`src/rtl/core/cbs_pkg.sv`:
```
// Package: shared widths, types, register codes and helpers for the cell balance selector.
package cbs_pkg;

  localparam int NUM_CELLS = 5;
  localparam int CELL_W    = 23;
  localparam int CUR_W     = 16;
  localparam int THR_W     = 20;
  // 5 * cell and the five-cell sum both fit in 26 bits; the deviation needs a sign bit more
  localparam int SUM_W     = 26;
  localparam int DEV_W     = SUM_W + 1;
  localparam int IDX_W     = $clog2(NUM_CELLS);
  localparam int ADDR_W    = 3;
  localparam int DATA_W    = 32;

  localparam logic [THR_W-1:0] THR_HIGH_RST = THR_W'(10000);
  localparam logic [THR_W-1:0] THR_LOW_RST  = THR_W'(5000);

  // Register index, taken from paddr[2]
  localparam logic REG_THR_HIGH = 1'b0;
  localparam logic REG_THR_LOW  = 1'b1;

  typedef logic [CELL_W-1:0]       cell_t;
  typedef logic [SUM_W-1:0]        sum_t;
  typedef logic signed [DEV_W-1:0] dev_t;
  typedef logic [IDX_W-1:0]        idx_t;
  typedef logic [NUM_CELLS-1:0]    mask_t;
  typedef cell_t [NUM_CELLS-1:0]   cell_vec_t;
  typedef dev_t  [NUM_CELLS-1:0]   dev_vec_t;

  // Winner of the lane merge
  typedef struct packed {
    dev_t best;
    idx_t idx;
  } merge_res_t;

  // 5 * x without a multiplier
  function automatic sum_t times5(input logic [SUM_W-1:0] x);
    times5 = x + {x[SUM_W-3:0], 2'b00};
  endfunction

  function automatic mask_t onehot(input idx_t idx);
    onehot = mask_t'(1) << idx;
  endfunction

endpackage

```
`src/rtl/core/cbs_merge.sv`:
```
// Merge: registered arg-max over the lane deviations, lowest cell wins a tie.
module cbs_merge
  import cbs_pkg::*;
(
  input  logic       clk,
  input  logic       en,
  input  dev_vec_t   dev,
  output merge_res_t res
);

  dev_t       best01, best23, best03;
  idx_t       idx01, idx23, idx03;
  merge_res_t res_next;

  // Pairwise tree; a later cell replaces only on strictly greater
  always_comb begin
    best01 = dev[0];
    idx01  = idx_t'(0);
    if ($signed(dev[1]) > $signed(dev[0])) begin
      best01 = dev[1];
      idx01  = idx_t'(1);
    end
    best23 = dev[2];
    idx23  = idx_t'(2);
    if ($signed(dev[3]) > $signed(dev[2])) begin
      best23 = dev[3];
      idx23  = idx_t'(3);
    end
    best03 = best01;
    idx03  = idx01;
    if ($signed(best23) > $signed(best01)) begin
      best03 = best23;
      idx03  = idx23;
    end
    res_next.best = best03;
    res_next.idx  = idx03;
    if ($signed(dev[4]) > $signed(best03)) begin
      res_next.best = dev[4];
      res_next.idx  = idx_t'(4);
    end
  end

  always_ff @(posedge clk) begin
    if (en) begin
      res <= res_next;
    end
  end

endmodule

```
`config.mk`:
```
export PLATFORM = sky130hd
export DESIGN_NAME = cbs_merge
export DESIGN_NICKNAME = d
export VERILOG_FILES = /design/src/rtl/core/cbs_pkg.sv /design/src/rtl/core/cbs_merge.sv
export SDC_FILE = /design/constraint.sdc
export NUM_CORES = 1
export LEC_CHECK = 0
export BUFFER_PORTS_ARGS = -buffer_cell sky130_fd_sc_hd__buf_4
export CORE_MARGIN = 8
export CORE_UTILIZATION = 48
export DETAILED_ROUTE_END_ITERATION = 10
export PLACE_DENSITY = 0.79
export SKIP_CTS_REPAIR_TIMING = 1
export SYNTH_ARGS = -nofsm -noshare
export SYNTH_HDL_FRONTEND = slang
export SYNTH_SLANG_ARGS = --single-unit
```
`constraint.sdc`:
```
create_clock -name clk -period 8.6 [get_ports clk]
set_input_delay 1.29 -clock clk [delete_from_list [all_inputs] [get_ports clk]]
set_output_delay 1.29 -clock clk [all_outputs]
set_load 0.05 [all_outputs]
```
# Yosys cells after proc, flatten, opt, wreduce, memory -nomap -nowiden
# Index checks and enable logic that the tools add are counted.
[word_totals] reg_bits=30 out_inout_bits=30
[classes] magnitude_cmp=4 muxes=7
[op_table] op="27-bit > comparator" count=4
[op_table] op="27-bit 2-to-1 mux" count=3
[op_table] op="30-bit 2-to-1 mux" count=1
[op_table] op="3-bit 2-to-1 mux" count=1
[op_table] op="1-bit 2-to-1 mux" count=2

# Depth between registers and ports, before layout
[depth] depth_word=6 mapped_depth=42

# Worst setup path before layout
# No wires, ideal clock.
[synth_timing] path_kind="input -> register" start="in dev[26] (netlist bit)" end="reg res[16] (netlist bit), data pin" arrival_time_ns=8.469 required_time_ns=8.338 slack_ns=-0.131 cell_stages=37 cell_sequence="inv_1 -> ha_1 -> nand4_2 -> nor4_4 -> nand2_1 -> o32a_2 -> nand2_4 -> buf_4 -> clkbuf_1 -> a21oi_1 -> ha_1 -> nand4_1 -> or2_2 -> nor2_1 -> nand2_1 -> or4_1 -> o211ai_2 -> nand2_2 -> clkbuf_1 -> nand2_1 -> o21ai_0 -> ha_1 -> a21o_1 -> a21o_1 -> a21oi_1 -> nor2b_1 -> o21ai_0 -> nand2b_1 -> a21oi_1 -> o21ai_0 -> or3_1 -> nor3_1 -> or3_4 -> o22ai_1 -> a211oi_2 -> buf_6 -> mux2_1"
[synth_rtl] element="start: declaration" line_no="cbs_merge.sv:7" rtl="input dev_vec_t dev,"
[synth_rtl] element="end signal: assignment" line_no="cbs_merge.sv:45" rtl="res <= res_next;"
[synth_rtl] element="end: declaration" line_no="cbs_merge.sv:8" rtl="output merge_res_t res"

==> results by group <==
Route
  • Post-DRT Antenna Nets: 0
  • Total Wirelength: 16.3 mm
  • DR vias/cell: 5.55
  • Number of vias after detailed routing: 5286
  • WL per Instance: 17.1 µm
  • Iter 0 DRT Violations: 364
  • Number of iterations in the first detailed-routing pass: 4
  • Detailed-route DRC error count: 0

Timing
  • Final clock period utilization by the worst path: 95.3%
  • Final max-slew violation count: 0
  • Max_slew headroom: 62.8%
  • Clock period minus final worst setup slack: 8.19 ns
  • Final hold violations: 0
  • Count of endpoints failing setup in the final report: 0
  • Final worst-path setup slack: 0.406 ns
  • Actual slew at the worst max-slew pin: 0.551 ns
  • Fmax: 0.122 GHz

Power and ir drop
  • Total power draw: 1.89 mW
  • Static leakage: 3.45 nW
  • IR drop worst, VDD: 0.247 mV
  • Pwr per Cell Area: 278 nW/µm²

Die
  • Die outline area: 14100 µm²
  • Initial core utilization: 49.2%
  • Die Span X: 119 µm
  • Boundary pin count: 167
  • Floorplan row count: 37
  • Core Region: 10300 µm²
  • Height of the die: 119 µm

Placement
  • Routability cong.: 0.922
  • Post-placement setup slack: -0.183 ns
  • Quantity of I/O buffers inserted on ports: 166
  • DP Wirelength: 14.3 mm
  • Placed Instances: 938

Cells and area
  • Area delta synth->final: 33.6%
  • Register name with the most flops: res
  • Ratio of cells with drive above 1 in the final layout: 28.6%
  • Largest registers: res (30)
  • Share of the core filled with cells: 65.8%
  • Final net count: 1052
  • Filler cell count: 862
  • ANT cells: 0
  • Largest register FFs: 30
  • Final Non-Filler Cells: 952

Synthesis
  • Count of unique library cells instantiated by Yosys: 70
  • Syn nets: 870
  • Dominant cell type by area after synthesis: sky130_fd_sc_hd__ha_1
  • Async set-or-reset flop fraction in the synthesized netlist: 0%
  • Number of cells produced by synthesis: 633
  • Count of state elements after synthesis: 30
  • Top cells by area, synth: sky130_fd_sc_hd__ha_1 (25%), sky130_fd_sc_hd__edfxtp_1 (18%), sky130_fd_sc_hd__mux2i_1 (6.9%), sky130_fd_sc_hd__inv_1 (6.2%), sky130_fd_sc_hd__o21ai_0 (5.8%)
  • Share of the yosys chip area belonging to registers: 17.7%
  • Most common cell in the synthesized netlist: sky130_fd_sc_hd__ha_1
  • Most numerous cell types in the synthesized netlist: sky130_fd_sc_hd__ha_1 (100), sky130_fd_sc_hd__inv_1 (84), sky130_fd_sc_hd__nand2_1 (66), sky130_fd_sc_hd__o21ai_0 (59), sky130_fd_sc_hd__a21oi_1 (57)
  • Yosys warning count: 0
  • Area share of the leading cell type in the synthesized netlist: 24.6%
  • Dominant synthesized flop cell: sky130_fd_sc_hd__edfxtp_1
  • Netlist area before placement: 5080 µm²
  • Number of synthesized flops with an enable pin: 30
  • Synthesized area per cell: 8.03 µm²

Worst setup path
  • Family with the most delay on the worst path: compound AO/OA/AOI/OAI gates
  • Critical path class: in -> reg
  • Data required, critical path: 8.64 ns
  • Crit-path slowest cell: sky130_fd_sc_hd__o32a_2
  • Largest fanout on the critical path: 20
  • Capturing element type of the critical path: register
  • Number of buffers and inverters on the critical path: 5
  • Crit path largest cell delay: 0.46 ns
  • Sort of element at the start of the critical path: input pin
  • Cell repeated most along the worst path: sky130_fd_sc_hd__a21oi_1
  • Worst endpoint data arrival time: 8.23 ns

Status
  • Status: complete, no violations

GRT
  • Vias in the first global route: 5495
  • Met1 usage in global routing: 27.9%
  • First-pass GRT wire length: 26.4 mm
  • Largest net degree at the start of global routing: 31
  • Final global-route overflow total: 0
  • Antenna violations before repair: 0
  • All-layer global routing usage: 22.4%
  • Met2 demand-to-capacity share in global routing: 38.6%
  • Grt met3 use: 4.06%
  • Most crowded layer after global routing: met2

Hold path
  • Hold crit path type: in -> reg

CTS
  • CTS tree: yes
  • Clock-pin slew reported for the worst setup and hold paths after clock tree synthesis: 0.06 ns
  • Number of buffers inserted during clock tree synthesis: 5
  • Root buffer cell: sky130_fd_sc_hd__clkbuf_8
  • # clock sinks: 30
  • Number of buffers on the longest clock path: 2
  • H-tree depth: 2

Flow run
  • Max-capacitance violation count: 0
## layout make-up
| cell class | count | area (µm²) | share of cell area (%) |
|---|---|---|---|
| multi-input combinational | 503 | 3840 | 56.5 |
| timing repair buffer | 191 | 1480 | 21.9 |
| sequential | 30 | 901 | 13.3 |
| inverter | 84 | 315 | 4.64 |
| tap | 136 | 170 | 2.51 |
| clock buffer | 6 | 72.6 | 1.07 |
| clock inverter | 2 | 8.76 | 0.129 |
## layer usage
layer	part of all wire (%)	vias up
met5	0	-
met1	45	2426
met3	6.0	17
li1	-	2660
met2	47	183
met4	1.9	0
## path summary, 6_finish.rpt
| path | start | endpoint | slack, ns | cells after the start |
|---|---|---|---|---|
| hold / removal | dev[108] | res[3] | 1.31 | 2 |
| setup / recovery | dev[26] | res[3] | 0.41 | 39 |
## stage by stage
stage	hold slack (ns)	cell area (µm²)	setup TNS [ns]
finish	1.31	6790	0
global placement	1.60	6590	0
floorplan	1.40	5100	0
detailed placement	1.61	6590	-3.60
global route	1.32	6790	-0.0166
CTS	1.31	6670	0
## power breakdown
part           switching (mW)  total, mW  internal (mW)  leakage [nW]
clock network          0.0505      0.106         0.0554        0.0426
registers              0.0185      0.302          0.284         0.294
logic                   0.872       1.48          0.610          3.12
total                   0.941       1.89          0.949          3.45
## kinds of logic after synthesis
family / count (synthesis) / share of synthesized area, %
AOI/OAI and AO/OA: 170 / 21.2
xor gates and xnor gates: 5 / 0.862
adders and majority gates: 102 / 25.0
buffers and inverters: 101 / 8.39
DFF: 30 / 17.7
muxes: 45 / 9.16
and+or+nand+nor: 180 / 17.6
## cells in the final DEF (no fill, tap or decap), types with 3 or more instances in the layout
cell / netlist / layout
sky130_fd_sc_hd__a211oi_1: 7 / 6
sky130_fd_sc_hd__a21o_1: 12 / 12
sky130_fd_sc_hd__a21oi_1: 57 / 56
sky130_fd_sc_hd__buf_4: 5 / 186
sky130_fd_sc_hd__clkbuf_8: 0 / 5
sky130_fd_sc_hd__edfxtp_1: 30 / 30
sky130_fd_sc_hd__ha_1: 100 / 99
sky130_fd_sc_hd__inv_1: 84 / 84
sky130_fd_sc_hd__mux2_2: 7 / 7
sky130_fd_sc_hd__mux2i_1: 35 / 35
sky130_fd_sc_hd__nand2_1: 66 / 66
sky130_fd_sc_hd__nand2b_1: 4 / 4
sky130_fd_sc_hd__nand3_1: 10 / 10
sky130_fd_sc_hd__nand4_1: 17 / 17
sky130_fd_sc_hd__nor2_1: 43 / 43
sky130_fd_sc_hd__nor2b_1: 5 / 5
sky130_fd_sc_hd__nor3_1: 11 / 10
sky130_fd_sc_hd__o21a_1: 4 / 4
sky130_fd_sc_hd__o21ai_0: 59 / 53
sky130_fd_sc_hd__o21ai_1: 1 / 6
sky130_fd_sc_hd__or3_1: 3 / 3
sky130_fd_sc_hd__xnor2_1: 3 / 3
(Power assumes the default switching activity.)
