===== config.mk =====
export PLATFORM = sky130hd
export DESIGN_NAME = cbs_lane
export DESIGN_NICKNAME = d
export VERILOG_FILES = /design/src/rtl/core/cbs_pkg.sv /design/src/rtl/core/cbs_lane.sv
export SDC_FILE = /design/constraint.sdc
export NUM_CORES = 1
export LEC_CHECK = 0
export BUFFER_PORTS_ARGS = -buffer_cell sky130_fd_sc_hd__buf_2
export CORE_MARGIN = 2
export CORE_UTILIZATION = 45
export DETAILED_ROUTE_END_ITERATION = 7
export PLACE_DENSITY = 0.81
export SLEW_MARGIN = 20
export SYNTH_ARGS = -nofsm -noshare
export SYNTH_HDL_FRONTEND = slang
export SYNTH_SLANG_ARGS = --single-unit

===== constraint.sdc =====
create_clock -name clk -period 2.3 [get_ports clk]
set_input_delay 0.115 -clock clk [delete_from_list [all_inputs] [get_ports clk]]
set_output_delay 0.115 -clock clk [all_outputs]
set_load 0.01 [all_outputs]

===== src/rtl/core/cbs_pkg.sv =====
// Package: shared widths, types, register codes and helpers for the cell balance selector.
package cbs_pkg;

  localparam int NUM_CELLS = 5;
  localparam int CELL_W    = 23;
  localparam int CUR_W     = 16;
  localparam int THR_W     = 20;
  // 5 * cell and the five-cell sum both fit in 26 bits; the deviation needs a sign bit more
  localparam int SUM_W     = 26;
  localparam int DEV_W     = SUM_W + 1;
  localparam int IDX_W     = $clog2(NUM_CELLS);
  localparam int ADDR_W    = 3;
  localparam int DATA_W    = 32;

  localparam logic [THR_W-1:0] THR_HIGH_RST = THR_W'(10000);
  localparam logic [THR_W-1:0] THR_LOW_RST  = THR_W'(5000);

  // Register index, taken from paddr[2]
  localparam logic REG_THR_HIGH = 1'b0;
  localparam logic REG_THR_LOW  = 1'b1;

  typedef logic [CELL_W-1:0]       cell_t;
  typedef logic [SUM_W-1:0]        sum_t;
  typedef logic signed [DEV_W-1:0] dev_t;
  typedef logic [IDX_W-1:0]        idx_t;
  typedef logic [NUM_CELLS-1:0]    mask_t;
  typedef cell_t [NUM_CELLS-1:0]   cell_vec_t;
  typedef dev_t  [NUM_CELLS-1:0]   dev_vec_t;

  // Winner of the lane merge
  typedef struct packed {
    dev_t best;
    idx_t idx;
  } merge_res_t;

  // 5 * x without a multiplier
  function automatic sum_t times5(input logic [SUM_W-1:0] x);
    times5 = x + {x[SUM_W-3:0], 2'b00};
  endfunction

  function automatic mask_t onehot(input idx_t idx);
    onehot = mask_t'(1) << idx;
  endfunction

endpackage


===== src/rtl/core/cbs_lane.sv =====
// Lane: registered deviation 5*v - sum for one cell.
module cbs_lane
  import cbs_pkg::*;
(
  input  logic  clk,
  input  logic  en,
  input  cell_t volt,
  input  sum_t  sum,
  output dev_t  dev
);

  dev_t dev_next;

  // Scale the cell by five and take off the stack sum
  always_comb begin
    dev_next = $signed({1'b0, times5(SUM_W'(volt))}) - $signed({1'b0, sum});
  end

  always_ff @(posedge clk) begin
    if (en) begin
      dev <= dev_next;
    end
  end

endmodule


# Word-level counts from Yosys, hierarchy flattened
# Index checks and enable logic that the tools add are counted.
[word_totals]
reg_bits = 27
latch_bits = 0
ramBits = 0
rom_bits = 0
input_bits = 51
output_inout_bits = 27
word_cells = 3
memories = 0
[op_classes]
add_sub_neg = 2
multipliers = 0
div = 0
n_lt_le_gt_ge = 0
eq_ne = 0
n_shift = 0
mux = 0
bitwise_logic = 0
n_reduce_logical = 0
[op_table]
columns = ["op", "n"]
rows = [
  ["subtractor 26 x 26 -> 27 bit", 1],
  ["adder 23 x 25 -> 26 bit", 1],
]

# Logic depth before layout (Yosys ltp)
# Gate-level depths: netlist (run 1).
[logic_depth]
ltp_word = 2
ltp_mapped = 12
ltp_nobuf = 12

# Least setup slack after synthesis (run 1)
# OpenSTA, ideal clock, no wires.
[synth_path]
path_kind = "input port to flip-flop"
start = "input volt[19]"
end = "register dev[24], data pin"
setup_ps = 256
arrival_ps = 2159
required_ps = 2044
path_slack_ps = -115
path_stages = 9
path_buffers = 0
cell_sequence = "inv_1 > fa_1 > inv_1 > ha_1 > a21oi_2 > o21bai_2 > a21oi_1 > or3b_2 > o211a_1"
[synth_via]
elab_chain_len = 2
[synth_rtl]
columns = ["item", "line_no", "text"]
rows = [
  ["from (decl)", "cbs_lane.sv:7", "input cell_t volt,"],
  ["adder 23 x 25 -> 26 bit", "cbs_pkg.sv:38", "times5 = x + {x[SUM_W-3:0], 2'b00};"],
  ["subtractor 26 x 26 -> 27 bit", "cbs_lane.sv:16", "dev_next = $signed({1'b0, times5(SUM_W'(volt))}) - $signed({1'b0, sum});"],
  ["named net dev_next[24]", "cbs_lane.sv:12", "dev_t dev_next;"],
  ["to (signal assigned)", "cbs_lane.sv:21", "dev <= dev_next;"],
  ["to (decl)", "cbs_lane.sv:9", "output dev_t dev"],
]
# The timed path passes the listed nets, and every way through them passes these cells.
# A chain may end at the register's enable or synchronous reset.

# Final worst setup path (run 1)
[layout_path]
start = "input volt[0]"
end = "register dev[16], data pin"
# Same word-level chain as after synthesis.

==> results.tsv, run 1 <==
stage	metric	value	unit
cts	clockBufferDepth	2	
final_layout	top_register	dev	
timing	postLayoutSetupSlackWorst	0.0292	ns
yosys	ys_async_sr_fraction	0	%
final_layout	fill_cells	536	
drt	via_per_inst	5.02	
pwr	leakage	2.07	nW
timing	drv_slew	0	
yosys	synth_edf_count	27	
yosys	ys_types	51	
yosys	ys_ff_latch	27	
drt	antenna_left	0	
timing	post-route-period-util	98.7	%
yosys	yosysTopAreaCellShare	27.0	%
floorplan	die-area	0.00733	mm²
yosys	synth.most_common_cell	inv_1	
worst_setup_path	worst-path-buf-inv	3	
yosys	synth_area_leader_cell	edfxtp_1	
yosys	syn_nets	427	
final_layout	fin_cells	541	
cts	tritoncts	yes	
final_layout	largestRegisters	dev: 27 flops	
global_route	grt-ovfl-total	0	
drt	drc	0	
worst_setup_path	crit_required	2.32	ns
timing	slew_headroom	60.0	%
worst_setup_path	cp.arrival	2.30	ns
floorplan	start_util	47.0	%
cts	clk_pin_slew	0.09	ns
yosys	yosys_warnings	0	
global_route	grt_usage	18.7	%
cts	numCtsBuffers	3	
floorplan	chipWidth	85.6	µm
run	max_cap_violations	0	
worst_setup_path	worstSetupEndpointType	flip-flop	
floorplan	fp.dieH	85.6	µm
timing	hold_viol	0	
yosys	synth_ff_type	edfxtp_1	
place	io_buffers	77	
min_path	hold_path_depth	3	
timing	setup_tns	0	ns
place	gp_congestion	0.845	
yosys	yosysSeqAreaShare	27.0	%
final_layout	area_growth	38.1	%
yosys	synthesis.instances	325	
place	pre_cts_ws	-0.272	ns
worst_setup_path	path_common_cell	buf_4	
drt	vias	2716	
worst_setup_path	path_class	input pin to flip-flop	
floorplan	placeableCoreArea	0.00639	mm²
pwr	power-per-cell-area	676	mW/mm²
final_layout	nets	567	
timing	rsz0062_at_grt	yes	
yosys	syn_avg_cell_area	9.23	µm²
drt	drt-total-wl	6.75	mm
worst_setup_path	path_cells	buf_2, fa_1, ha_1, a211oi_4, buf_4, o211ai_2, a21boi_2, o31ai_4, buf_4, xor2_1	
final_layout	drive_gt1_share	39.9	%
cts	cts.htree.levels	1	
drt	wl_per_cell	12.5	µm
drt	drtPass1Iterations	4	
cts	cts_sinks	27	
yosys	synth_area_leaders	edfxtp_1, fa_1, ha_1	
place	place_inst	536	
cts	clock-root-buffer	clkbuf_8	
worst_setup_path	path_max_fanout	4	
worst_setup_path	cp-start-kind	input pin	
min_path	whs_endpoint	dev[0]	
timing	period_needed	2.27	ns
global_route	antenna_found_initial	0	
worst_setup_path	cpPeakStageDelay	0.50	ns
global_route	grt_pass1_vias	2650	
outcome	status	completed	
worst_setup_path	slowest_stage	fa_1	
final_layout	diodes	0	
floorplan	ios	78	
place	hpwl	5.94	mm
timing	tightest_slew	0.599	ns
pwr	ir_worst_vdd	0.694	mV
final_layout	largest_reg_flops	27	
timing	setup_viol_count_final	0	
cts	postCtsHoldBufs	0	
global_route	grt_pass1_wl	11.5	mm
min_path	min-delay-start	sum[0]	
min_path	hold_class	input pin to flip-flop	
drt	drtIter0Drc	112	
yosys	ys_top_cells_by_count	inv_1, ha_1, edfxtp_1, a21oi_1, nand2_1	
worst_setup_path	path_delay_family	adder cells	
timing	max_freq	0.440	GHz
global_route	grt_max_degree	28	
floorplan	row_count	29	
yosys	syn_area	0.00300	mm²
[metal layers]
layer | up-vias | track usage, % | part of all wire (%) | routed length (µm)
met5 | - | 0 | 0 | 0
met4 | 0 | 2.31 | 0.34 | 23
met3 | 4 | 1.44 | 4.5 | 305
met2 | 70 | 32.2 | 48 | 3210
met1 | 1269 | 26.7 | 48 | 3210
li1 | 1373 | - | - | -
[through the flow]
stage	power (mW)	instance area [µm²]	hold slack [ns]	utilization, %
after CTS	2.76	4080	0.230	63.8
after global routing	3.02	4140	0.225	64.9
after global placement	2.43	4030	0.513	63.1
after floorplan	1.80	3120	0.227	-
after detailed placement	2.50	4030	0.514	63.1
final	2.80	4140	0.230	64.9
[kinds of logic (layout without fill, tap and decap cells)]
kind of cell    count (synthesis)  count (layout)  share of synthesized area (%)
fa+ha+maj                      51              51                           26.8
compound gates                 76              76                           18.2
buf+inv                        81             220                           10.5
xor+xnor                       19              19                           5.55
simple gates                   69              69                           11.2
mux                             2               2                          0.709
flops                          27              27                           27.0
[layout make-up]
type | count | area, µm² | share of cell area, %
Timing Repair Buffer | 139 | 851 | 20.5
Multi-Input combinational cell | 217 | 2050 | 49.5
Tap cell | 77 | 96.3 | 2.33
Inverter | 77 | 289 | 6.98
Clock buffer | 4 | 45.0 | 1.09
Sequential cell | 27 | 811 | 19.6
[report_power, final]
part | switching, mW | internal [mW]
clock network | 0.134 | 0.124
logic | 0.907 | 0.866
registers | 0.0323 | 0.738
[placed cells by master, fill, tap and decap left out, types with 5 or more instances in the layout]
cell type | netlist | final
a21oi_1 | 25 | 18
xor2_1 | 6 | 6
inv_1 | 77 | 75
nand3_1 | 5 | 5
buf_2 | 2 | 77
a21oi_2 | 4 | 10
a21o_1 | 6 | 6
nand2_1 | 24 | 24
edfxtp_1 | 27 | 27
o21ai_1 | 4 | 7
nor3_1 | 6 | 5
nor2_1 | 14 | 14
ha_1 | 29 | 20
buf_4 | 0 | 62
ha_4 | 0 | 7
xnor2_1 | 13 | 13
fa_1 | 22 | 22
[how the worst max path moves through the flow]
stage | depth (start not counted) | startpoint | end | slack (ns)
after global placement | 10 | volt[0] | dev[25] | -0.25
after CTS | 11 | volt[5] | dev[24] | 0.009
after floorplan | 9 | volt[20] | dev[24] | -0.03
after detailed placement | 10 | volt[0] | dev[25] | -0.27
final | 10 | volt[0] | dev[16] | 0.03
after global routing | 10 | volt[20] | dev[24] | -0.04
[timing repair]
| action | in CTS | in global routing |
|---|---|---|
| buffers inserted | 0 | 1 |
| endpoints found under the setup margin | 0 | 13 |
| resized for setup | 0 | 16 |
(Power assumes the default switching activity.)
==> inputs of run 2 (changes only) <==
--- a/config.mk
+++ b/config.mk
@@ -6,7 +6,7 @@
 export NUM_CORES = 1
 export LEC_CHECK = 0
 export BUFFER_PORTS_ARGS = -buffer_cell sky130_fd_sc_hd__buf_2
-export CORE_MARGIN = 2
+export CORE_MARGIN = 3
 export CORE_UTILIZATION = 45
 export DETAILED_ROUTE_END_ITERATION = 7
 export PLACE_DENSITY = 0.81
==> run 2 against run 1 <==
  * Fmax down 0.42%
  * Combinational power up 9%
  * Critical path depth up 1
  * Routed wire length up 14%
  * Total power up 5.5%
  * First-iteration DRC count down 3.6%
  * Critical endpoint is now dev[24]
  * Via count up 1.3%
  * Clock power up 3%
  * Largest cell class unchanged
  * Hold slack better by 0.0019 ns
  * Die area up 4.7%
  * Cell count up 1.5%
  * Largest power group unchanged
  * Clock-buffer cell count down 1
==> results.tsv, run 2 (synthesized netlist as in run 1, its figures left out) <==
stage	metric	value	unit	change
drt	antenna_left	0		unchanged
global_route	grt_pass1_wl	11.8	mm	+2.8%
pwr	leakage	2.14	nW	+3.5%
floorplan	row_count	29		unchanged
global_route	grt_pass1_vias	2668		+0.68%
cts	cts_sinks	27		unchanged
final_layout	largest_reg_flops	27		unchanged
cts	clockBufferDepth	2		unchanged
worst_setup_path	path_max_fanout	4		unchanged
worst_setup_path	path_class	input pin to flip-flop		
timing	drv_slew	0		unchanged
timing	whs	0.232	ns	+0.00192 ns
place	io_buffers	77		unchanged
global_route	grtUsageMet2	32.5	%	+0.22 points
worst_setup_path	cpPeakStageDelay	0.58	ns	+0.08 ns
cts	postCtsHoldBufs	0		unchanged
worst_setup_path	cp_num_cells	11		+1
global_route	antenna_found_initial	0		unchanged
global_route	grt_use_met1	26.4	%	-0.29 points
worst_setup_path	path_delay_family	compound AO/OA/AOI/OAI gates		
drt	wl_per_cell	14.0	µm	+12%
floorplan	start_util	47.0	%	unchanged
timing	slew_headroom	60.4	%	+0.39 points
cts	numCtsBuffers	3		unchanged
worst_setup_path	crit_required	2.33	ns	about the same
pwr	total_power	2.96	mW	+5.5%
final_layout	top_register	dev		
final_layout	layout_common_cells	buf_2, inv_1, buf_4, edfxtp_1, nand2_1		
floorplan	ios	78		unchanged
floorplan	placeableCoreArea	0.00639	mm²	unchanged
drt	drt-total-wl	7.70	mm	+14%
timing	rsz0062_at_grt	yes		
drt	drtIter0Drc	108		-3.6%
global_route	met3_usage	1.79	%	+0.34 points
timing	hold_viol	0		unchanged
worst_setup_path	slowest_stage	fa_1		
global_route	grt_max_degree	28		unchanged
worst_setup_path	cp-start-kind	input pin		
min_path	min-delay-start	sum[0]		
worst_setup_path	cp.arrival	2.31	ns	about the same
timing	tightest_slew	0.594	ns	-0.00585 ns
floorplan	die-area	0.00768	mm²	+4.7%
final_layout	fill_cells	525		-2.1%
final_layout	drive_gt1_share	44.5	%	+4.6 points
final_layout	nets	575		+1.4%
timing	setup_tns	0	ns	unchanged
worst_setup_path	path_common_cell	inv_1		
cts	clk_pin_slew	0.09	ns	about the same
min_path	hold_path_depth	3		unchanged
timing	period_needed	2.28	ns	+0.00959 ns
worst_setup_path	path_cells	buf_2, inv_1, fa_1, inv_1, ha_4, o211ai_2, o211ai_4, a21boi_4, o31ai_4, nand4_1, o211a_1		
final_layout	design_area	0.00432	mm²	+4.2%
global_route	grt_usage	18.9	%	+0.13 points
outcome	status	completed		
cts	cts.htree.levels	1		unchanged
floorplan	chipWidth	87.6	µm	+2.3%
min_path	whs_endpoint	dev[0]		
final_layout	largestRegisters	dev: 27 flops		
final_layout	final_common_cell	buf_2		
timing	max_freq	0.439	GHz	-0.42%
place	gp_congestion	0.862		+1.9%
final_layout	utilization	67.6	%	+2.7 points
global_route	grt-busiest-layer	met2		
final_layout	diodes	0		unchanged
floorplan	fp.dieH	87.6	µm	+2.3%
place	hpwl	6.42	mm	+8.1%
run	max_cap_violations	0		unchanged
drt	via_per_inst	5.01		-0.19%
drt	vias	2751		+1.3%
drt	drtPass1Iterations	4		unchanged
timing	post-route-period-util	99.1	%	+0.42 points
pwr	power-per-cell-area	685	mW/mm²	+1.3%
place	dpl_cell_area	0.00408	mm²	+1.1%
worst_setup_path	worst-path-buf-inv	3		unchanged
pwr	ir_worst_vdd	0.602	mV	-13%
global_route	grt-ovfl-total	0		unchanged
worst_setup_path	worstSetupEndpointType	flip-flop		
min_path	hold_class	input pin to flip-flop		
cts	tritoncts	yes		
timing	setup_viol_count_final	0		unchanged
drt	drc	0		unchanged
final_layout	area_growth	43.9	%	
cts	clock-root-buffer	clkbuf_8		
==> run 2: area by class of cell <==
class / instances / area, µm² / area share, %
Sequential cell: 27 / 811 / 18.8
Clock inverter: 1 / 5.00 / 0.116
Clock buffer: 3 / 41.3 / 0.957
Inverter: 77 / 289 / 6.70
Tap cell: 77 / 96.3 / 2.23
Timing Repair Buffer: 147 / 911 / 21.1
Multi-Input combinational cell: 217 / 2160 / 50.1
==> run 2: timing repair <==
item,in CTS,in global routing
endpoints found under the setup margin,5,14
pin swaps,2,16
resized for setup,2,32
buffers inserted,0,3
==> run 2: worst max path at each step <==
stage | startpoint | endpoint | slack [ns]
2_1_floorplan | volt[20] | dev[24] | -0.03
3_3_place_gp | volt[0] | dev[25] | -0.24
3_5_place_dp | volt[5] | dev[24] | -0.36
4_1_cts | volt[18] | dev[26] | 0.01
5_1_grt | volt[3] | dev[24] | -0.09
6_report | volt[3] | dev[24] | 0.02
==> run 2: metrics by stage <==
step | cells | setup WS, ns
6_report | 549 | 0.0196
5_1_grt | 549 | -0.0855
4_1_cts | 546 | 0.0118
3_5_place_dp | 542 | -0.359
3_3_place_gp | 542 | -0.241
2_1_floorplan | 325 | -0.0306
==> run 2: metal layers <==
metal / vias to the layer above / part of all wire (%) / wire length, µm
met5: - / 0 / 0
met4: 0 / 1.5 / 116
met3: 10 / 5.3 / 411
met2: 78 / 49 / 3740
met1: 1276 / 44 / 3430
li1: 1387 / - / -
==> run 2: worst min-delay path, stage by stage <==
cell and delay, ns:
buf_2 0.08, ha_1 0.10, inv_1 0.04
==> run 2: where the power goes <==
| part | leakage [nW] | switching, mW | internal (mW) | total [mW] |
|---|---|---|---|---|
| combinational | 1.85 | 0.985 | 0.941 | 1.93 |
| clock | 0.0255 | 0.143 | 0.121 | 0.264 |
| sequential | 0.264 | 0.0289 | 0.737 | 0.766 |
| total | 2.14 | 1.16 | 1.80 | 2.96 |
